### src/hw/rtl/spbu_pkg.sv
// Shared types and constants for the serpentine priority bit unpermute block.
`default_nettype none

package spbu_pkg;

  // Input kinds carried in s_tuser
  localparam logic [1:0] OP_MAP    = 2'd0;
  localparam logic [1:0] OP_MATRIX = 2'd1;
  localparam logic [1:0] OP_READ   = 2'd2;

  // Field widths
  localparam int OP_W    = 2;
  localparam int BIT_W   = 13;
  localparam int ROW_W   = 4;
  localparam int COL_W   = 6;
  localparam int BYTE_W  = 8;
  localparam int IDX_W   = 10;

  // Input tdata layout, lowest bit first
  localparam int SRC_LO  = 0;
  localparam int DST_LO  = SRC_LO + BIT_W;
  localparam int ROW_LO  = DST_LO + BIT_W;
  localparam int COL_LO  = ROW_LO + ROW_W;
  localparam int MBYTE_LO = COL_LO + COL_W;
  localparam int IDX_LO  = MBYTE_LO + BYTE_W;
  localparam int IN_DATA_W = 56;
  localparam int OUT_DATA_W = 24;

  // Destination table
  localparam int TABLE_DEPTH = 7168;
  localparam int TBL_AW      = 13;
  localparam int TBL_DW      = BIT_W + 1;

  localparam int QUEUE_DEPTH = 4;
  localparam int QUEUE_AW    = 2;

  localparam logic [IDX_W-1:0] INPUT_SIZE_RESET = 10'd896;

  typedef enum logic [1:0] {
    CMD_MAP,
    CMD_MAT,
    CMD_READ
  } cmd_kind_t;

  typedef struct packed {
    cmd_kind_t               kind;
    logic [BIT_W-1:0]        dst;
    logic [BIT_W-1:0]        src;
    logic [ROW_W-1:0]        row;
    logic [COL_W-1:0]        col;
    logic [BYTE_W-1:0]       mbyte;
    logic [IDX_W-1:0]        idx;
    logic                    oor;
  } cmd_t;

  typedef enum logic [1:0] {
    BK_CLEAR,
    BK_RUN,
    BK_GATHER,
    BK_DONE
  } back_state_t;

endpackage

`default_nettype wire

### src/hw/rtl/spbu_queue.sv
// Short command queue between the front end and the back end.
`default_nettype none

module spbu_queue import spbu_pkg::*; (
  input  wire logic clk,
  input  wire logic rst,
  input  wire logic push,
  input  cmd_t      push_data,
  output logic      full,
  input  wire logic pop,
  output cmd_t      pop_data,
  output logic      empty
);

  cmd_t               slots [QUEUE_DEPTH];
  logic [QUEUE_AW-1:0] wptr;
  logic [QUEUE_AW-1:0] rptr;
  logic [QUEUE_AW:0]   count;

  assign full     = (count == (QUEUE_AW+1)'(QUEUE_DEPTH));
  assign empty    = (count == '0);
  assign pop_data = slots[rptr];

  always_ff @(posedge clk) begin
    if (rst) begin
      wptr  <= '0;
      rptr  <= '0;
      count <= '0;
    end else begin
      if (push) begin
        wptr <= wptr + 1'b1;
      end
      if (pop) begin
        rptr <= rptr + 1'b1;
      end
      if (push && !pop) begin
        count <= count + 1'b1;
      end else if (pop && !push) begin
        count <= count - 1'b1;
      end
    end
  end

  always_ff @(posedge clk) begin
    if (push) begin
      slots[wptr] <= push_data;
    end
  end

  a_no_push_full: assert property (@(posedge clk) disable iff (rst) push |-> !full)
    else $error("queue push while full");
  a_no_pop_empty: assert property (@(posedge clk) disable iff (rst) pop |-> !empty)
    else $error("queue pop while empty");
  a_count_bound: assert property (@(posedge clk) disable iff (rst)
    count <= (QUEUE_AW+1)'(QUEUE_DEPTH))
    else $error("queue count beyond depth");

endmodule

`default_nettype wire

### config.mk
export PLATFORM = sky130hd
export DESIGN_NAME = spbu_queue
export DESIGN_NICKNAME = d
export VERILOG_FILES = /design/src/hw/rtl/spbu_pkg.sv /design/src/hw/rtl/spbu_queue.sv
export SDC_FILE = /design/constraint.sdc
export NUM_CORES = 1
export LEC_CHECK = 0
export ABC_AREA = 1
export BUFFER_PORTS_ARGS = -buffer_cell sky130_fd_sc_hd__buf_2
export CAP_MARGIN = 25
export CELL_PAD_IN_SITES_DETAIL_PLACEMENT = 0
export CELL_PAD_IN_SITES_GLOBAL_PLACEMENT = 1
export CORE_MARGIN = 10
export CORE_UTILIZATION = 51
export DETAILED_ROUTE_END_ITERATION = 6
export PLACE_DENSITY_LB_ADDON = 0.1
export SYNTH_ARGS = -nofsm -noshare
export SYNTH_HDL_FRONTEND = slang
export SYNTH_SLANG_ARGS = --single-unit
### constraint.sdc
create_clock -name clk -period 5.17 [get_ports clk]
set_input_delay 0.517 -clock clk [delete_from_list [all_inputs] [get_ports clk]]
set_output_delay 0.517 -clock clk [all_outputs]
set_load 0.02 [all_outputs]
Yosys cells after proc, flatten, opt, wreduce, memory -nomap -nowiden
Memories as Yosys holds them, arrays and structs flattened. A register that Yosys moved wholly into a read port is not among the register bits.
Index checks and enable logic that the tools add are counted.
{"block": "totals", "ff_bits": 7, "latchBits": 0, "ramBits": 228, "romBits": 0, "out_inout_bits": 59, "word_cells": 21, "mem_count": 1}
{"block": "op_classes", "n_addsub": 4, "n_mul": 0, "div": 0, "n_lt_le_gt_ge": 0, "eq_ne": 1, "shifts": 0, "n_mux": 6, "bitwise_logic": 0, "reduce_logical": 6}
{"name": "slots", "depth": 4, "width": 57, "read_ports": 1, "rd_ports_with_merged_regs": 1, "wr": 1, "line": "spbu_queue.sv:15", "text": "cmd_t slots [QUEUE_DEPTH];"}
{"op": "$mux W3", "n": 2}
{"op": "$add A2 B1 Y2 const B", "n": 2}
{"op": "$mux W2", "n": 2}
{"op": "$add A3 B1 Y3 const B", "n": 1}
{"op": "$eq A3 B3 Y1 const B", "n": 1}
{"op": "$logic_not A3 Y1", "n": 1}
{"op": "$sub A3 B1 Y3 const B", "n": 1}
{"op": "$logic_and A1 B1 Y1", "n": 2}
{"op": "$logic_not A1 Y1", "n": 2}
{"op": "$mux W1", "n": 2}
{"op": "$reduce_bool A2 Y1", "n": 1}

Longest topological paths before layout
{"block": "logic_depth", "depth_word": 4, "depth_mapped": 10, "ltp_nobuf": 10}

Worst setup path after synthesis
OpenSTA, ideal clock, no wires.
{"block": "synth_path", "path_kind": "register to register", "from": "reg wptr[0]", "to": "mem slots[2][0] (netlist name) (enable)", "t_arrival_ns": 1.699, "required_ns": 4.759, "slack_ns": 3.060, "path_stages_with_launch": 5, "path_buffers": 0, "cell_sequence": "dfxtp_1 > inv_1 > ha_1 > nand2_1 > inv_1"}
{"item": "start, declared", "line": "spbu_queue.sv:16", "text": "logic [QUEUE_AW-1:0] wptr;"}
{"item": "start signal, assigned", "line": "spbu_queue.sv:31", "text": "wptr <= wptr + 1'b1;"}
{"item": "end, declared", "line": "spbu_queue.sv:15"}
No word-level cell before the write port.

==> results.sh <==
export IMPL_die_area_um2=23100
export IMPL_min_path_type="in -> reg"
export IMPL_rows=48
export IMPL_cpPeakStageDelay_ps=740
export IMPL_antenna_found_initial=2
export IMPL_first_pass_iters=5
export IMPL_path_max_fanout=84
export IMPL_slew_headroom_pct=31.2
export IMPL_critPathLaunchType="flip-flop"
export IMPL_grt_usage_pct=15.7
export IMPL_clock_sinks=237
export IMPL_finalSetupViolations=0
export IMPL_cts_root_buf="clkbuf_16"
export IMPL_fmax_mhz=303
export IMPL_synth_ff_type="edfxtp_1"
export IMPL_crit_type="reg -> out"
export IMPL_overflow=0
export IMPL_wire_per_inst_um=19.6
export IMPL_cts_buffers_inserted=24
export IMPL_period_minus_slack_ps=3300
export IMPL_cp_num_buf_inv=3
export IMPL_skew_ps=12.4
export IMPL_via_count=5293
export IMPL_fp_coreArea_um2=17200
export IMPL_synth_warnings=0
export IMPL_syn_area_per_cell_um2=14.6
export IMPL_tritoncts="built"
export IMPL_status="finished, final reports clean"
export IMPL_postSynthCellCount=609
export IMPL_yosysMostFrequentCell="edfxtp_1"
export IMPL_cts_resized=0
export IMPL_critPathTopFamily="buffers and inverters"
export IMPL_cts_hold_buffers=0
export IMPL_area_growth_pct=17.1
export IMPL_via_per_inst=5.46
export IMPL_yosysTopAreaCell="edfxtp_1"
export IMPL_portBuffers=119
export IMPL_grt_pass1_wl_um=29700
export IMPL_clkTransAtPathRegs_ps=60
export IMPL_finalHoldViolations=0
export IMPL_ios=120
export IMPL_postRouteAntennaNets=0
export IMPL_routed_wl_um=19000
export IMPL_finalPower_uw=4340
export IMPL_initialDrtViolationCount=324
export IMPL_yosysTopAreaCellShare_pct=77.2
export IMPL_synth_common_cells="edfxtp_1, nor2_1, o21ai_0"
export IMPL_setup_worst_path_end_class="primary output"
export IMPL_die_x_um=152
export IMPL_path_cells="clkinv_2 -> buf_4 -> o21ai_0 -> o22ai_1 -> buf_2"
export IMPL_drv_cap=0
export IMPL_post_route_cell_area_um2=10400
export IMPL_p_per_area_nw_per_um2=418
export IMPL_grt_pass1_vias=5580
export IMPL_gp_congestion=0.739
export IMPL_dpl_cell_area_um2=9590
export IMPL_cts_setup_buffers=0
export IMPL_drv_slew=0
export IMPL_arrival_ps=2790
export IMPL_synth_area_top_cells="edfxtp_1, o21ai_0, nor2_1"
export IMPL_nets=792
export IMPL_initial_core_util_pct=51.6
export IMPL_clkLatencyLatePin_ps=510
export IMPL_p_leak_uw=0.00368
export IMPL_synth_seq_area_share_pct=79.3
export IMPL_post_route_period_util_pct=63.9
export IMPL_netlist_area_um2=8860
export IMPL_rsz0062_at_grt="false"
export IMPL_ir_drop_mv=0.406
export IMPL_drc=0
export IMPL_die_y_um=152
export IMPL_hpwlAfterDp_um=10700
export IMPL_synth_edf_count=228
export IMPL_synth_distinct_cells=20
export IMPL_grt_max_degree=91
export IMPL_htree_levels=1
export IMPL_synth_nets=676
export IMPL_layout_drive_gt1_share_pct=22.9
export IMPL_setup_tns_ps=0
export IMPL_ctsLongestPathBuffers=3
export IMPL_worstPathRequired_ps=4650
export IMPL_worst_slew_pin_slew_ps=1030
export IMPL_slowest_stage="buf_4"
export IMPL_ys_ff_latch=237
export IMPL_async_flop_share_pct=0
[registers in the layout (all words and copies together), names as in the netlist, named ones only]
| signal | count |
|---|---|
| count | 3 |
| rptr | 2 |
| slots | 228 |
| wptr | 2 |
[per-layer routing]
| metal | wire length, um | up-vias | part of all wire (%) | global-route usage (%) |
|---|---|---|---|---|
| met5 | 0 | - | 0 | 0 |
| met3 | 1010 | 27 | 5.3 | 3.33 |
| met4 | 364 | 0 | 1.9 | 5.18 |
| met1 | 8240 | 2599 | 43 | 19.3 |
| li1 | - | 2510 | - | - |
| met2 | 9410 | 157 | 49 | 27.0 |
[path summary, 6_finish.rpt]
check | start | to | slack, ps | cells past startpoint
hold reg to reg | rptr[1]$_SDFFE_PP0P_ | flip-flop | 440 | 1
hold / removal | rst | count[0]$_SDFFE_PP0P_ | 190 | 2
setup / recovery | flip-flop | pop_data[2] | 1870 | 5
setup reg to reg | wptr[0]$_SDFFE_PP0P_ | slots[2][11]$_DFFE_PP_ | 3030 | 5
[through the flow]
stage          worst slack, ps  hold slack [ps]  cells  utilization (%)
6_report                  1870              187    969             60.5
5_1_grt                   1670              185    968             60.4
3_3_place_gp              2450              418    924             55.8
3_5_place_dp              2360              429    924             55.8
4_1_cts                   1830              167    967             60.4
2_1_floorplan             3060              412    609                -
[cells by family after synthesis]
logic type / after synthesis / synth area share, %
AO/OA/AOI/OAI: 179 / 10.9
AND/OR/NAND/NOR: 133 / 5.70
flip-flops: 237 / 79.3
buffers and inverters: 53 / 3.09
adder cells (fa/ha/maj): 6 / 0.932
XOR/XNOR: 1 / 0.0988
[area by class of cell]
| type | instances | area (um2) |
|---|---|---|
| Tap cell | 225 | 282 |
| Fill cell | 1345 | 6790 |
| Sequential cell | 237 | 7030 |
| Multi-Input combinational cell | 319 | 1560 |
| Timing Repair Buffer | 126 | 648 |
| Inverter | 17 | 65.1 |
| Antenna cell | 2 | 5.00 |
| Clock buffer | 32 | 682 |
| Clock inverter | 11 | 106 |
[placed cells by master, fill, tap and decap left out, types with 5 or more instances in the layout]
master / n
o21ai_1: 8
o21ai_0: 111
clkbuf_16: 25
edfxtp_1: 228
clkinv_2: 5
nor2_1: 120
buf_4: 7
buf_2: 119
inv_1: 11
ha_1: 5
o22ai_1: 57
nand2_1: 9
inv_2: 5
dfxtp_1: 7
[report_power, final]
part / switching [uW] / leakage [uW] / internal (uW)
logic: 304 / 0.00113 / 121
clock network: 671 / 0.000383 / 1020
registers: 24.3 / 0.00217 / 2190
total: 999 / 0.00368 / 3340
(Power assumes the default switching activity.)
