<file path="config.mk">
export PLATFORM = sky130hd
export DESIGN_NAME = spbu_front
export DESIGN_NICKNAME = d
export VERILOG_FILES = /design/src/hw/rtl/spbu_pkg.sv /design/src/hw/rtl/spbu_front.sv
export SDC_FILE = /design/constraint.sdc
export NUM_CORES = 1
export LEC_CHECK = 0
export BUFFER_PORTS_ARGS = -buffer_cell sky130_fd_sc_hd__buf_4
export CAP_MARGIN = 15
export CORE_MARGIN = 3
export CORE_UTILIZATION = 27
export DETAILED_ROUTE_END_ITERATION = 10
export PLACE_DENSITY_LB_ADDON = 0.2
export SLEW_MARGIN = 15
export SYNTH_ARGS = -nofsm -noshare
export SYNTH_HDL_FRONTEND = slang
export SYNTH_SLANG_ARGS = --single-unit
</file>
<file path="constraint.sdc">
create_clock -name vclk -period 1.3
set_input_delay 0.195 -clock vclk [all_inputs]
set_output_delay 0.195 -clock vclk [all_outputs]
set_load 0.005 [all_outputs]
</file>
<file path="src/hw/rtl/spbu_pkg.sv">
// Shared types and constants for the serpentine priority bit unpermute block.
`default_nettype none

package spbu_pkg;

  // Input kinds carried in s_tuser
  localparam logic [1:0] OP_MAP    = 2'd0;
  localparam logic [1:0] OP_MATRIX = 2'd1;
  localparam logic [1:0] OP_READ   = 2'd2;

  // Field widths
  localparam int OP_W    = 2;
  localparam int BIT_W   = 13;
  localparam int ROW_W   = 4;
  localparam int COL_W   = 6;
  localparam int BYTE_W  = 8;
  localparam int IDX_W   = 10;

  // Input tdata layout, lowest bit first
  localparam int SRC_LO  = 0;
  localparam int DST_LO  = SRC_LO + BIT_W;
  localparam int ROW_LO  = DST_LO + BIT_W;
  localparam int COL_LO  = ROW_LO + ROW_W;
  localparam int MBYTE_LO = COL_LO + COL_W;
  localparam int IDX_LO  = MBYTE_LO + BYTE_W;
  localparam int IN_DATA_W = 56;
  localparam int OUT_DATA_W = 24;

  // Destination table
  localparam int TABLE_DEPTH = 7168;
  localparam int TBL_AW      = 13;
  localparam int TBL_DW      = BIT_W + 1;

  localparam int QUEUE_DEPTH = 4;
  localparam int QUEUE_AW    = 2;

  localparam logic [IDX_W-1:0] INPUT_SIZE_RESET = 10'd896;

  typedef enum logic [1:0] {
    CMD_MAP,
    CMD_MAT,
    CMD_READ
  } cmd_kind_t;

  typedef struct packed {
    cmd_kind_t               kind;
    logic [BIT_W-1:0]        dst;
    logic [BIT_W-1:0]        src;
    logic [ROW_W-1:0]        row;
    logic [COL_W-1:0]        col;
    logic [BYTE_W-1:0]       mbyte;
    logic [IDX_W-1:0]        idx;
    logic                    oor;
  } cmd_t;

  typedef enum logic [1:0] {
    BK_CLEAR,
    BK_RUN,
    BK_GATHER,
    BK_DONE
  } back_state_t;

endpackage

`default_nettype wire

</file>
<file path="src/hw/rtl/spbu_front.sv">
// Front end: accepts input items, range-checks and classifies them into queue commands.
`default_nettype none

module spbu_front import spbu_pkg::*; #(
  parameter int MATRIX_ROWS = 14,
  parameter int ROW_SYMBOLS = 32
) (
  input  wire logic                 s_tvalid,
  output logic                      s_tready,
  // source_bit, dest_bit, matrix_row, matrix_byte_col, matrix_byte, read_index, zero pad
  input  wire logic [IN_DATA_W-1:0] s_tdata,
  // op
  input  wire logic [OP_W-1:0]      s_tuser,
  input  wire logic [IDX_W-1:0]     input_size,
  input  wire logic                 clearing,
  input  wire logic                 q_full,
  output logic                      q_push,
  output cmd_t                      q_data
);

  localparam int ROW_BYTES = 2 * ROW_SYMBOLS;

  logic [BIT_W-1:0]  src;
  logic [BIT_W-1:0]  dst;
  logic [ROW_W-1:0]  row;
  logic [COL_W-1:0]  col;
  logic [BYTE_W-1:0] mbyte;
  logic [IDX_W-1:0]  idx;
  logic              keep;

  assign src   = s_tdata[SRC_LO +: BIT_W];
  assign dst   = s_tdata[DST_LO +: BIT_W];
  assign row   = s_tdata[ROW_LO +: ROW_W];
  assign col   = s_tdata[COL_LO +: COL_W];
  assign mbyte = s_tdata[MBYTE_LO +: BYTE_W];
  assign idx   = s_tdata[IDX_LO +: IDX_W];

  always_comb begin
    q_data.kind  = CMD_READ;
    q_data.dst   = dst;
    q_data.src   = src;
    q_data.row   = row;
    q_data.col   = col;
    q_data.mbyte = mbyte;
    q_data.idx   = idx;
    q_data.oor   = (idx >= input_size);
    keep         = 1'b0;
    unique case (s_tuser)
      OP_MAP: begin
        q_data.kind = CMD_MAP;
        keep        = (32'(dst) < 32'(TABLE_DEPTH));
      end
      OP_MATRIX: begin
        q_data.kind = CMD_MAT;
        keep        = (32'(row) < 32'(MATRIX_ROWS)) && (32'(col) < 32'(ROW_BYTES));
      end
      OP_READ: begin
        q_data.kind = CMD_READ;
        keep        = 1'b1;
      end
      default: begin
        // unused kind: drop
        keep = 1'b0;
      end
    endcase
  end

  assign s_tready = !q_full && !clearing;
  assign q_push   = s_tvalid && s_tready && keep;

endmodule

`default_nettype wire

</file>
# --- Yosys cells after proc, flatten, opt, wreduce, memory -nomap -nowiden ---
# Cells that the tools add are included.
totals:
  register_bits: 0
  in_bits: 71
  wordCells: 13
classes:
  n_lt_le_gt_ge: 3
  eq_ne: 2
  muxes: 2
  n_reduce_logical: 6
ops:
  columns: ["cell", "count"]
  rows:
  - ["< comparator 13 bit (second input constant)", 1]
  - ["greater-or-equal comparator 10 bit", 1]
  - ["< comparator 4 bit (second input constant)", 1]
  - ["one-hot mux 2 bit (2 select lines)", 1]
  - ["logical AND 1 bit", 3]
  - ["one-hot mux 1 bit (3 select lines)", 1]
  - ["== test 2 x 1 -> 1 bit (second input constant)", 1]
  - ["== test 2 bit (second input constant)", 1]
  - ["zero test 1 bit", 2]
  - ["zero test 2 bit", 1]

# --- Depth between registers and ports, before layout ---
# Gate-level depths: netlist of the first run.
logic_depth:
  ltp_word: 4
  ltp_mapped: 6
  ltp_nobuf: 6

# --- Worst setup path after synthesis of the first run ---
# OpenSTA, ideal clock, no wires.
synth_path:
  path_kind: "input to output"
  from: "in s_tdata[44]"
  to: "out q_data[0] (netlist bit)"
  arrival_time_ps: 1054
  setup_slack_ps: 51
  stages: 6
  n_path_buf: 0
  path_cell_list: "inv_1 ha_1 nand2b_4 a211oi_2 a2bb2oi_1 o21ai_1"
synth_lines:
  columns: ["item", "line_no", "text"]
  rows:
  - ["from (decl)", "spbu_front.sv:11", "input wire logic [IN_DATA_W-1:0] s_tdata,"]
  - ["to (decl)", "spbu_front.sv:18", "output cmd_t q_data"]

==> metrics.cfg, run 1 <==
[status]
outcome=finished, violations left
violations=setup timing

[cts]
postCtsSetupRepairBufs=0

[grt]
grt_max_degree=5
grt_pass1_vias=468
antenna_found_initial=0
gr-total-overflow=0
grt_pass1_wl_microns=2050
grt_use_total_pct=7.31

[critical_path]
crit_required_ps=1110
worst_setup_path_end_kind=primary output
startpoint_type=primary input
slowest_delay_ps=200
crit_fanout=2
cp_slowest_cell=a211oi_2
crit_type=primary input to primary output
path_cells=buf_8 -> inv_4 -> ha_4 -> nand2b_4 -> a211oi_2 -> a2bb2oi_2 -> o21ai_1 -> buf_4
arrival_ps=1210
startpoint=s_tdata[44]

[routing]
routed_via_density=4.33
firstDrtPassIters=2
drc_errors=0
avgRoutedWirePerCell_microns=12.3
dr.first_iter.drc_count=7
dr_total_vias=524
drtAntennaViolNets=0
wl_microns=1490

[sta]
clock.fmax_mhz=709
fin_crit_ps=1410
maxSlewViolCount=0
hold_viol=0
rsz0062_at_grt=true
finalWorstSetupSlack_ps=-110
relSlewSlack_pct=87.3
setup_violations=1
period_share_pct=108
tightest_slew_ps=190

[layout]
finalInstanceArea_sq_um=817
finalNonFillerCells=121
syn_to_final_growth_pct=16.6
regArea_sq_um=0
nNetsFinal=176
multi_input_area_sq_um=325
fillers=249
seq_cells=0
insertedDiodeCount=0
drive_gt1_share_pct=72.0
clock_buffers=0

[die]
die-area_sq_mm=0.00324
rows=17
coreArea_sq_mm=0.00234
ios=130
die_h_microns=56.9
start_util_pct=29.9
die_x_microns=56.9

[yosys]
avgSynthCellArea_sq_um=7.45
yosys_warnings=0
syn-num-nets=175
synth_area_sq_um=701
synthCells=94
ys_seq_area_share_pct=0
synth_cell_type_count=19

[worst_hold_path]
hp-start=s_tdata[36]
worstHoldPathType=primary input to primary output

[power]
ir_drop_mv=0.110
p_switching_uw=92.4
power_density_mw_per_mm2=320
seq_power_share_pct=0
p_int_uw=169
p_leak_uw=0.000436
power.total_uw=261
p_sw_share_pct=35.4
power_frac_comb_pct=100.0
power_frac_clock_pct=0

[flow_run]
drv_cap=0

[placed_design]
dp_hpwl_microns=1290
gp_congestion=0.686
dpl.cell_count=121
port_buffers=52
place_area_sq_um=732

-- final timing paths --
check | to | slack (ps) | depth (start not counted)
worst max-delay path | q_data[0] | -110 | 8
worst min-delay path | q_data[11] | 390 | 0
-- cell type report --
cell class | instances | area share (%)
timing repair buffer | 54 | 51.0
inverter | 10 | 4.90
tap | 28 | 4.29
multi-input combinational | 29 | 39.8
-- logic make-up (layout without fill, tap and decap cells) --
group                      Yosys count  after routing  synth area share (%)
and+or+nand+nor                      9              9                  7.86
adders and majority gates           10             10                  17.9
buffers and inverters               65             64                  63.8
AOI/OAI and AO/OA                   10             10                  10.5
-- cell usage after synthesis (all sizes together) --
master	n	area, sq um
a211oi	2	20.0
a21oi	3	15.0
a2bb2oi	1	8.76
a31o	1	8.76
a41oi	1	8.76
buf	54	405
clkbuf	1	3.75
ha	10	125
inv	10	37.5
nand2	2	7.51
nand2b	1	13.8
nand3	1	5.00
nand4	1	6.26
nand4b	1	8.76
nor2	2	7.51
nor2b	1	6.26
o211ai	1	7.51
o21ai	1	5.00
-- power groups by stage --
stage / logic (uW) / registers [uW] / clock network [uW]
floorplan: 206 / 0 / 0
global placement: 227 / 0 / 0
detailed placement: 228 / 0 / 0
CTS: 239 / 0 / 0
global route: 289 / 0 / 0
finish: 261 / 0 / 0
-- metal layers --
| metal | wire length, microns | vias to the layer above | part of all wire, % | track usage [%] |
|---|---|---|---|---|
| met5 | 0 | - | 0 | 0 |
| met4 | 47 | 0 | 3.1 | 3.97 |
| met2 | 807 | 46 | 54 | 13.2 |
| li1 | - | 248 | - | - |
| met1 | 384 | 212 | 26 | 6.74 |
| met3 | 253 | 18 | 17 | 3.39 |
-- what timing repair did --
item / in CTS / in global routing
resized for setup: 6 / 8
pin swaps: 4 / 3
hold buffers: 0 / 0
hold endpoints to repair: 0 / 0
endpoints found under the setup margin: 1 / 1
-- layout by cell type, fill, tap and decap left out --
cell / instances
o211ai_1: 1
ha_4: 4
nor2b_1: 1
buf_4: 52
buf_6: 1
a211oi_1: 1
ha_1: 6
a211oi_2: 1
a2bb2oi_2: 1
buf_8: 1
a21oi_2: 2
nand3_1: 1
nand2_1: 2
nand4b_1: 1
o21ai_1: 1
nor2_1: 2
nand4_1: 1
a21oi_1: 1
nand2b_4: 1
inv_2: 1
inv_1: 8
inv_4: 1
a31o_2: 1
a41oi_2: 1
-- critical path: cells and delay by family --
family	cells	cell delay, ps
buf+inv	3	280
fa+ha+maj	1	180
compound gates	3	430
simple gates	1	130
-- metrics by stage --
stage	hold WS [ps]	util, %	setup TNS (ps)	setup slack [ps]
2_1_floorplan	420	-	0	51.1
3_3_place_gp	390	31.3	-248	-248
3_5_place_dp	390	31.3	-252	-252
4_1_cts	390	32.8	-160	-160
5_1_grt	390	34.9	-161	-161
6_report	390	34.9	-110	-110
No activity file was read; power rests on OpenSTA's default activity.
==> inputs of run 2 (changes only) <==
--- a/config.mk
+++ b/config.mk
@@ -7,7 +7,6 @@
 export LEC_CHECK = 0
 export BUFFER_PORTS_ARGS = -buffer_cell sky130_fd_sc_hd__buf_4
 export CAP_MARGIN = 15
-export CORE_MARGIN = 3
 export CORE_UTILIZATION = 27
 export DETAILED_ROUTE_END_ITERATION = 10
 export PLACE_DENSITY_LB_ADDON = 0.2
==> metrics.cfg, run 2 (synthesis results as in run 1) <==
[placed_design]
port_buffers=52  ; unchanged
pre_cts_slack_ps=-237  ; was -252 ps
gp_congestion=0.691  ; was 0.686

[power]
p_int_uw=177  ; was 169 uW
p_switching_uw=96.4  ; was 92.4 uW
p_sw_share_pct=35.3  ; was 35.4%
power_frac_comb_pct=100.0  ; about the same
power_density_mw_per_mm2=332  ; was 320 mW/mm^2
power.total_uw=273  ; was 261 uW
ir_drop_mv=0.106  ; was 0.110 mV
p_leak_uw=0.000443  ; was 0.000436 uW
power_frac_clock_pct=0  ; about the same
seq_power_share_pct=0  ; about the same

[critical_path]
path_cells=buf_4 -> ha_1 -> a41oi_2 -> a2bb2oi_2 -> o21ai_1 -> buf_4  ; was buf_8 -> inv_4 -> ha_4 -> nand2b_4 -> a211oi_2 -> a2bb2oi_2 -> o21ai_1 -> buf_4
startpoint_type=primary input  ; unchanged
crit_type=primary input to primary output  ; unchanged
worst_setup_path_end_kind=primary output  ; unchanged
arrival_ps=1230  ; was 1210 ps
critPathCapture=q_data[0]  ; unchanged
startpoint=s_tdata[49]  ; was s_tdata[44]
slowest_delay_ps=330  ; was 200 ps
crit_required_ps=1110  ; about the same
crit_fanout=2  ; unchanged
worst_path_most_repeated_cell=buf_4
cp_slowest_cell=ha_1  ; was a211oi_2

[layout]
drive_gt1_share_pct=70.2  ; was 72.0%
insertedDiodeCount=0  ; unchanged
layout_common_cells=buf_4, inv_1, ha_1  ; unchanged
final_common_cell=buf_4  ; unchanged
seq_cells=0  ; unchanged
clock_buffers=0  ; unchanged
regArea_sq_um=0  ; unchanged
nNetsFinal=177  ; was 176
syn_to_final_growth_pct=17.5  ; was 16.6%

[cts]
ctsHoldBuffers=0  ; unchanged

[sta]
fin_crit_ps=1430  ; was 1410 ps
relSlewSlack_pct=88.4  ; was 87.3%
setup_violations=1  ; unchanged
rsz0062_at_grt=true  ; unchanged
finalWorstSetupSlack_ps=-127  ; was -110 ps
maxSlewViolCount=0  ; unchanged
period_share_pct=110  ; was 108%
tightest_slew_ps=174  ; was 190 ps
clock.fmax_mhz=701  ; was 709 MHz
hold_viol=0  ; unchanged

[status]
outcome=finished, violations left  ; unchanged
violations=setup timing  ; unchanged

[routing]
dr.first_iter.drc_count=2  ; was 7
routed_via_density=4.35  ; was 4.33
drtAntennaViolNets=0  ; unchanged
dr_total_vias=539  ; was 524
firstDrtPassIters=2  ; unchanged
avgRoutedWirePerCell_microns=12.6  ; was 12.3 microns
drc_errors=0  ; unchanged
wl_microns=1560  ; was 1490 microns

[grt]
grt_pass1_vias=441  ; was 468
grt_max_degree=5  ; unchanged
grt_use_total_pct=9.61  ; was 7.31%
antenna_found_initial=0  ; unchanged
grt_pass1_wl_microns=2040  ; was 2050 microns
gr-total-overflow=0  ; unchanged

[die]
coreArea_sq_mm=0.00245  ; was 0.00234 sq mm
die_x_microns=52.9  ; was 56.9 microns
rows=18  ; was 17
die_h_microns=52.9  ; was 56.9 microns
die-area_sq_mm=0.00280  ; was 0.00324 sq mm
start_util_pct=28.5  ; was 29.9%
ios=130  ; unchanged

[worst_hold_path]
worstHoldPathType=primary input to primary output  ; unchanged

[flow_run]
drv_cap=0  ; unchanged

run 2: how the worst min path moves through the flow:
stage | cells after the start | slack, ps | startpoint | to
global route | 0 | 390 | s_tdata[10] | q_data[39]
CTS | 0 | 390 | s_tdata[36] | q_data[11]
floorplan | 1 | 420 | s_tuser[1] | q_data[55]
finish | 0 | 390 | s_tdata[2] | q_data[31]
global placement | 0 | 390 | s_tdata[36] | q_data[11]
detailed placement | 0 | 390 | s_tdata[36] | q_data[11]
run 2: critical path: cells and delay by family:
kind / cells / cell delay, ps
compound gates: 3 / 450
fa+ha+maj: 1 / 330
buf+inv: 2 / 250
run 2: routing by layer:
layer | routed length [microns] | global-route usage, % | vias up
met5 | 0 | 0 | -
li1 | - | - | 251
met4 | 35 | 2.19 | 0
met2 | 886 | 20.0 | 45
met3 | 177 | 2.30 | 6
met1 | 463 | 9.09 | 237
run 2: area by class of cell:
| type | count | area [sq um] |
|---|---|---|
| Multi-Input combinational cell | 29 | 322 |
| Timing Repair Buffer | 55 | 424 |
| Inverter | 10 | 40.0 |
| Tap cell | 30 | 37.5 |
| Fill cell | 268 | 1630 |
run 2: repair_timing:
item	CTS	global route
pin swaps	4	2
cloned	0	0
gates resized for setup	7	6
setup buffers	0	0
setup endpoints to repair	1	1
run 2: power by group through the flow:
| stage | clock network (uW) | logic [uW] | registers, uW |
|---|---|---|---|
| floorplan | 0 | 206 | 0 |
| global placement | 0 | 235 | 0 |
| detailed placement | 0 | 237 | 0 |
| CTS | 0 | 252 | 0 |
| global route | 0 | 304 | 0 |
| finish | 0 | 273 | 0 |
run 2: metrics by stage:
stage | utilization (%) | TNS, ps | cell area, sq um | instances | hold WS [ps]
2_1_floorplan | - | 0 | 701 | 94 | 420
3_3_place_gp | 30.2 | -238 | 742 | 124 | 390
3_5_place_dp | 30.2 | -237 | 742 | 124 | 390
4_1_cts | 31.8 | -149 | 781 | 124 | 390
5_1_grt | 33.5 | -195 | 823 | 124 | 390
6_report | 33.5 | -127 | 823 | 124 | 390
==> inputs of run 3 (changes only) <==
--- a/config.mk
+++ b/config.mk
@@ -10,6 +10,7 @@
 export CORE_UTILIZATION = 27
 export DETAILED_ROUTE_END_ITERATION = 10
 export PLACE_DENSITY_LB_ADDON = 0.2
+export RECOVER_POWER = 25
 export SLEW_MARGIN = 15
 export SYNTH_ARGS = -nofsm -noshare
 export SYNTH_HDL_FRONTEND = slang
==> constraint.sdc (replaced) <==
create_clock -name vclk -period 1.3
set_input_delay 0.195 -clock vclk [all_inputs]
set_output_delay 0.195 -clock vclk [all_outputs]
set_load 0.05 [all_outputs]
==> metrics.cfg, run 3 (synthesis results as in run 1) <==
[critical_path]
slowest_delay_ps=190  ; was 330 ps
path_cells=buf_8 -> inv_8 -> ha_4 -> nand2b_4 -> a211oi_2 -> a2bb2oi_2 -> o21ai_4 -> buf_6  ; was buf_4 -> ha_1 -> a41oi_2 -> a2bb2oi_2 -> o21ai_1 -> buf_4
crit_fanout=2  ; unchanged
cp_slowest_cell=a211oi_2  ; was ha_1
arrival_ps=1250  ; was 1230 ps
crit_type=primary input to primary output  ; unchanged
crit_required_ps=1110  ; about the same
startpoint_type=primary input  ; unchanged
worst_setup_path_end_kind=primary output  ; unchanged

[routing]
firstDrtPassIters=2  ; unchanged
avgRoutedWirePerCell_microns=11.9  ; was 12.6 microns
drtAntennaViolNets=0  ; unchanged
routed_via_density=4.14  ; was 4.35
dr.first_iter.drc_count=1  ; was 2
wl_microns=1490  ; was 1560 microns
drc_errors=0  ; unchanged
dr_total_vias=517  ; was 539

[die]
rows=18  ; unchanged
die_x_microns=52.9  ; unchanged
ios=130  ; unchanged
die_h_microns=52.9  ; unchanged
start_util_pct=28.5  ; unchanged
die-area_sq_mm=0.00280  ; unchanged
coreArea_sq_mm=0.00245  ; unchanged

[sta]
period_share_pct=111  ; was 110%
setup_violations=1  ; unchanged
setup_tns_ps=-144  ; was -127 ps
hold_viol=0  ; unchanged
relSlewSlack_pct=82.1  ; was 88.4%
rsz0062_at_grt=true  ; unchanged
clock.fmax_mhz=692  ; was 701 MHz
fin_crit_ps=1440  ; was 1430 ps
tightest_slew_ps=267  ; was 174 ps
maxSlewViolCount=0  ; unchanged
finalWorstSetupSlack_ps=-144  ; was -127 ps

[placed_design]
port_buffers=52  ; unchanged
dpl.cell_count=125  ; was 124
pre_cts_slack_ps=-241  ; was -237 ps
place_area_sq_um=831  ; was 742 sq um
dp_hpwl_microns=1340
gp_congestion=0.652  ; was 0.691

[power]
ir_drop_mv=0.203  ; was 0.106 mV
seq_power_share_pct=0  ; about the same
p_leak_uw=0.000452  ; was 0.000443 uW
p_sw_share_pct=54.5  ; was 35.3%
power_frac_comb_pct=100.0  ; about the same
p_int_uw=198  ; was 177 uW
p_switching_uw=237  ; was 96.4 uW
power_density_mw_per_mm2=475  ; was 332 mW/mm^2
power_frac_clock_pct=0  ; about the same

[grt]
antenna_found_initial=0  ; unchanged
gr-total-overflow=0  ; unchanged
grt_pass1_wl_microns=2060  ; was 2040 microns
grt_use_total_pct=9.31  ; was 9.61%
grt_max_degree=5  ; unchanged
grt_pass1_vias=462  ; was 441

[layout]
syn_to_final_growth_pct=30.5  ; was 17.5%
final_util_pct=37.3  ; was 33.5%
finalNonFillerCells=125  ; was 124
regArea_sq_um=0  ; unchanged
final_common_cell=buf_4  ; unchanged
clock_buffers=0  ; unchanged
insertedDiodeCount=0  ; unchanged
seq_cells=0  ; unchanged
layout_common_cells=buf_4, inv_1, ha_4  ; was buf_4, inv_1, ha_1
finalInstanceArea_sq_um=915  ; was 823 sq um
drive_gt1_share_pct=80.0  ; was 70.2%
nNetsFinal=178  ; was 177

[status]
outcome=finished, violations left  ; unchanged
violations=setup timing  ; unchanged

[worst_hold_path]
whs_path_depth=0  ; unchanged
worstHoldPathType=primary input to primary output  ; unchanged

[flow_run]
drv_cap=0  ; unchanged

[cts]
ctsHoldBuffers=0  ; unchanged
postCtsSetupRepairBufs=0  ; unchanged

==> run 3: cell count changes in the layout (fill, tap and decap cells not counted), sizes merged <==
cell / delta
buf: +1
==> run 3: final timing paths <==
check / startpoint / endpoint
max: s_tdata[44] / q_data[0]
min: s_tdata[40] / q_data[15]
==> run 3: per-layer routing <==
| metal | track usage [%] | share of wire [%] |
|---|---|---|
| met5 | 0 | 0 |
| met4 | 2.19 | 1.6 |
| met3 | 1.72 | 14 |
| met2 | 16.5 | 48 |
| met1 | 11.4 | 36 |
==> run 3: timing repair <==
| action | in CTS | in global routing |
|---|---|---|
| setup endpoints to repair | 1 | 1 |
| pin swaps | 5 | 4 |
| resized for setup | 3 | 9 |
==> run 3: layout make-up <==
class | count | area [sq um]
multi-input cells | 29 | 398
inverters | 10 | 47.5
fillers | 262 | 1540
well taps | 30 | 37.5
repair buffers | 56 | 432
==> run 3: worst max-delay path, delay by kind of cell <==
family	cells	cell delay, ps
AO/OA/AOI/OAI	3	440
buffers and inverters	3	300
adder cells (fa/ha/maj)	1	180
AND/OR/NAND/NOR	1	130
==> run 3: stage by stage <==
stage / hold slack, ps / power, uW
finish: 390 / 435
global route: 390 / 464
CTS: 390 / 408
detailed placement: 390 / 402
global placement: 390 / 401
floorplan: 445 / 587
==> run 3: power by group through the flow <==
stage               Sequential [uW]  Clock (uW)  Combinational, uW
global placement                  0           0                401
floorplan                         0           0                587
detailed placement                0           0                402
finish                            0           0                435
global route                      0           0                464
CTS                               0           0                408
